===== config.mk =====
export PLATFORM = sky130hd
export DESIGN_NAME = tts_due_mem
export DESIGN_NICKNAME = d
export VERILOG_FILES = /design/src/rtl/core/tts_due_mem.sv
export SDC_FILE = /design/constraint.sdc
export NUM_CORES = 2
export LEC_CHECK = 0
export ABC_AREA = 0
export BUFFER_PORTS_ARGS = -buffer_cell sky130_fd_sc_hd__buf_2
export CAP_MARGIN = 20
export CORE_ASPECT_RATIO = 0.8
export CORE_UTILIZATION = 50
export DETAILED_ROUTE_END_ITERATION = 16
export PLACE_DENSITY = 0.68
export SLEW_MARGIN = 15
export SYNTH_ARGS = -nofsm -noshare
export SYNTH_HDL_FRONTEND = slang
export SYNTH_SLANG_ARGS = --single-unit

===== constraint.sdc =====
create_clock -name clk -period 1.8 [get_ports clk]
set_clock_uncertainty 0.2 [all_clocks]
set_input_delay 0.36 -clock clk [delete_from_list [all_inputs] [get_ports clk]]
set_output_delay 0.36 -clock clk [all_outputs]
set_load 0.05 [all_outputs]

===== src/rtl/core/tts_due_mem.sv =====
// ----------------------------------------------------------------------------
// Due tick store
// One write port and one registered read port. An entry that has never been
// written reads as zero, which is the reset value of every due tick.
// ----------------------------------------------------------------------------
module tts_due_mem #(
	parameter int unsigned DEPTH = 64,
	parameter int unsigned WIDTH = 64,
	parameter int unsigned AW    = 6
) (
	input  logic             clk,
	input  logic             arst_n,
	input  logic             wr_en,
	input  logic [AW-1:0]    wr_addr,
	input  logic [WIDTH-1:0] wr_data,
	input  logic [AW-1:0]    rd_addr,
	output logic [WIDTH-1:0] rd_data
);

	logic [WIDTH-1:0] mem [DEPTH];
	logic [DEPTH-1:0] written_q;
	logic [WIDTH-1:0] raw_q;
	logic             hit_q;

	// Storage array and its registered read.
	always_ff @(posedge clk) begin
		if (wr_en) begin
			mem[wr_addr] <= wr_data;
		end
		raw_q <= mem[rd_addr];
	end

	// Written marks, cleared at once by reset, read alongside the data.
	always_ff @(posedge clk or negedge arst_n) begin
		if (!arst_n) begin
			written_q <= '0;
			hit_q     <= 1'b0;
		end else begin
			if (wr_en) begin
				written_q[wr_addr] <= 1'b1;
			end
			hit_q <= written_q[rd_addr];
		end
	end

	assign rd_data = hit_q ? raw_q : '0;

endmodule


==> impl_metrics.env <==
export IMPL_tightest_slew_ps=1220
export IMPL_synth_seq_area_share_pct=79.4
export IMPL_hold_violations=2
export IMPL_violations="hold timing, setup timing"
export IMPL_vias=82295
export IMPL_ir_drop_v=0.00120
export IMPL_synth_fp_nets=6828
export IMPL_port_buffers=142
export IMPL_first_pass_iters=6
export IMPL_worstHoldPathCells=6
export IMPL_status="finished, violations left"
export IMPL_crit_chain="buf_12, and2_1, buf_4, buf_12"
export IMPL_reg2reg_to="raw_q[7]"
export IMPL_yosys_warnings=0
export IMPL_slew_headroom_pct=18.8
export IMPL_cts_root_buf="clkbuf_16"
export IMPL_rows=184
export IMPL_slew_violations=0
export IMPL_setup_tns_final_ps=-52130
export IMPL_numCtsBuffers=401
export IMPL_slowest_delay_ps=550
export IMPL_drt_iter0_drc=12628
export IMPL_grt_pass1_wl_um=627000
export IMPL_period_needed_ps=2700
export IMPL_grt_max_degree=65
export IMPL_grt_pass1_vias=81714
export IMPL_crit_path_frequent_cell="buf_12"
export IMPL_core_um2=315000
export IMPL_rsz0062_at_grt="true"
export IMPL_cts_sinks=4225
export IMPL_antenna_found_initial=26
export IMPL_drc=0
export IMPL_start_util_pct=50.4
export IMPL_routed_wl_um=450000
export IMPL_crit_slowest_cell="dfrtp_4"
export IMPL_setup_viol_count_final=144
export IMPL_cp_max_fo=32
export IMPL_gp_congestion=0.862
export IMPL_synth_area_um2=159000
export IMPL_p_per_area_nw_per_um2=1060
export IMPL_crit_required_ps=1240
export IMPL_drive_gt1_share_pct=39.8
export IMPL_synth_area_top_cells="edfxtp_1 78%, mux4_2 15%, a22oi_1 1.2%"
export IMPL_cts_tree="done"
export IMPL_wl_per_cell_um=35.5
export IMPL_layout_cells_non_filler=12681
export IMPL_dieArea_um2=320000
export IMPL_path_clk_slew_ps=60
export IMPL_worstPathArrival_ps=2140
export IMPL_dieHeight_um=506
export IMPL_worstHoldEndpoint="mem[49][16]"
export IMPL_ff2ff_setup_slack_ps=-200
export IMPL_final_common_cell="edfxtp_1"
export IMPL_top_usage_layer="met2"
export IMPL_yosys_area_top_type="edfxtp_1"
export IMPL_cp_end_kind="primary output"
export IMPL_dp_slack_ps=-1260
export IMPL_pin_count=143
export IMPL_use_met3_pct=5.94
export IMPL_viasPerCell=6.49
export IMPL_die_w_um=632
export IMPL_cap_violations=0
export IMPL_avgSynthCellArea_um2=23.5
export IMPL_dp_cells=11828
export IMPL_area_delta_synth_final_pct=22.8
export IMPL_final_nets=8228
export IMPL_worst_hold_slack_ps=-7.65
export IMPL_mostFrequentLayoutCells="4096 x edfxtp_1, 1040 x mux4_2, 667 x buf_4, 532 x buf_12, 410 x clkbuf_16"
export IMPL_period_share_pct=150
export IMPL_hp_start="wr_en"
export IMPL_grtUsageTotal_pct=28.0
export IMPL_reg2reg_from="mem[3][7]"
export IMPL_yosys_area_top_type_share_pct=77.5
export IMPL_critPathLaunchType="flop"
export IMPL_dp_hpwl_um=288000
export IMPL_worst_r2r_cell_count=6
export IMPL_gr_total_overflow=0
export IMPL_clk_insertion_delay_late_ps=930
export IMPL_clock_path_buffers=4
export IMPL_htree_levels=5
export IMPL_fin_ws_ps=-900
export IMPL_critical_path_class="reg2out"
export IMPL_grtUsageMet2_pct=41.9
export IMPL_ys_seq_elements=4225
export IMPL_drtAntennaViolNets=0
export IMPL_leakage_nw=62.9
export IMPL_met1_usage_pct=41.5
export IMPL_hp_class="in2reg"
export IMPL_nFillCells=20742
export IMPL_synthDistinctLibCells=32
export IMPL_max_freq_ghz=0.370
export IMPL_synthCells=6749
## power breakdown
| part | internal, mW | total [mW] | switching, mW |
|---|---|---|---|
| Combinational | 5.94 | 13.5 | 7.55 |
| Clock | 46.9 | 83.4 | 36.5 |
| Sequential | 109 | 110 | 0.696 |
| Total | 162 | 207 | 44.7 |
## area by class of cell
cell class              instances  area [µm²]  area share [%]
clock inverters               233        2070            1.06
clock buffers                 506       10800            5.57
multi-input cells            2132       33200            17.0
inverters                       1        3.75         0.00193
well taps                    4185        5240            2.69
diodes                         11        27.5          0.0141
repair buffers               1388       17500            9.00
flip-flops and latches       4225      126000            64.6
## Yosys cell counts (all sizes together)
library cell  number
dfxtp             64
clkbuf           195
mux4            1040
or3b               2
nor3               2
a22oi            260
o221ai            66
mux2i             88
or2               67
inv                1
and3              41
a31oi             24
or3                3
nand4              1
nand2b             9
o22ai            130
nand2             12
nor2              68
a211oi            49
nand3            111
edfxtp          4096
o21ai             40
buf              196
nand4b             1
and2              67
dfrtp             65
nor2b             32
nand3b             3
a211o             16
## stage by stage
step                      area, µm²  util [%]  hold WS, ps  total power, mW
after CTS                    193000      61.3        -61.7              207
after global routing         195000      61.8         12.5              211
after detailed placement     178000      56.7         69.2              124
after floorplan              159000         -         -136              117
final                        195000      61.9        -7.65              207
after global placement       178000      56.7         59.8              124
## registers in the layout (all words and copies together) (netlist names)
register   count
mem         4096
raw_q         64
written_q     64
hit_q          1
## cell families after synthesis
| kind of cell | share of synthesized area, % |
|---|---|
| DFF | 79.4 |
| muxes | 15.3 |
| AOI/OAI and AO/OA | 2.65 |
| and+or+nand+nor | 1.44 |
| buffers and inverters | 1.22 |
## critical path, delay by kind of cell, from the launching register on
kind | cells | cell delay, ps
flip-flops | 1 | 550
buffers and inverters | 3 | 490
AND/OR/NAND/NOR | 1 | 160
## what timing repair did
action | 4_1_cts | 5_1_grt
hold endpoints to repair | 2147 | 1572
cloned | 1 | 4
hold buffers | 48 | 26
pin swaps | 90 | 80
setup buffers | 0 | 26
setup endpoints to repair | 124 | 427
gates resized for setup | 314 | 137
## metal layers
| metal | wire length [µm] | up-vias |
|---|---|---|
| met3 | 52900 | 849 |
| met2 | 205000 | 5582 |
| met1 | 175000 | 43854 |
| met4 | 17200 | 8 |
| li1 | - | 32002 |
| met5 | 56 | - |
## worst max path at each step
stage / cells past startpoint / from / to
finish: 4 / hit_q / rd_data[28]
global route: 4 / hit_q / rd_data[28]
CTS: 4 / hit_q / rd_data[28]
detailed placement: 8 / rd_addr[0] / raw_q[37]
global placement: 9 / rd_addr[0] / raw_q[20]
floorplan: 4 / wr_addr[3] / mem[48][0]
Power figures use the tool's default switching activity.
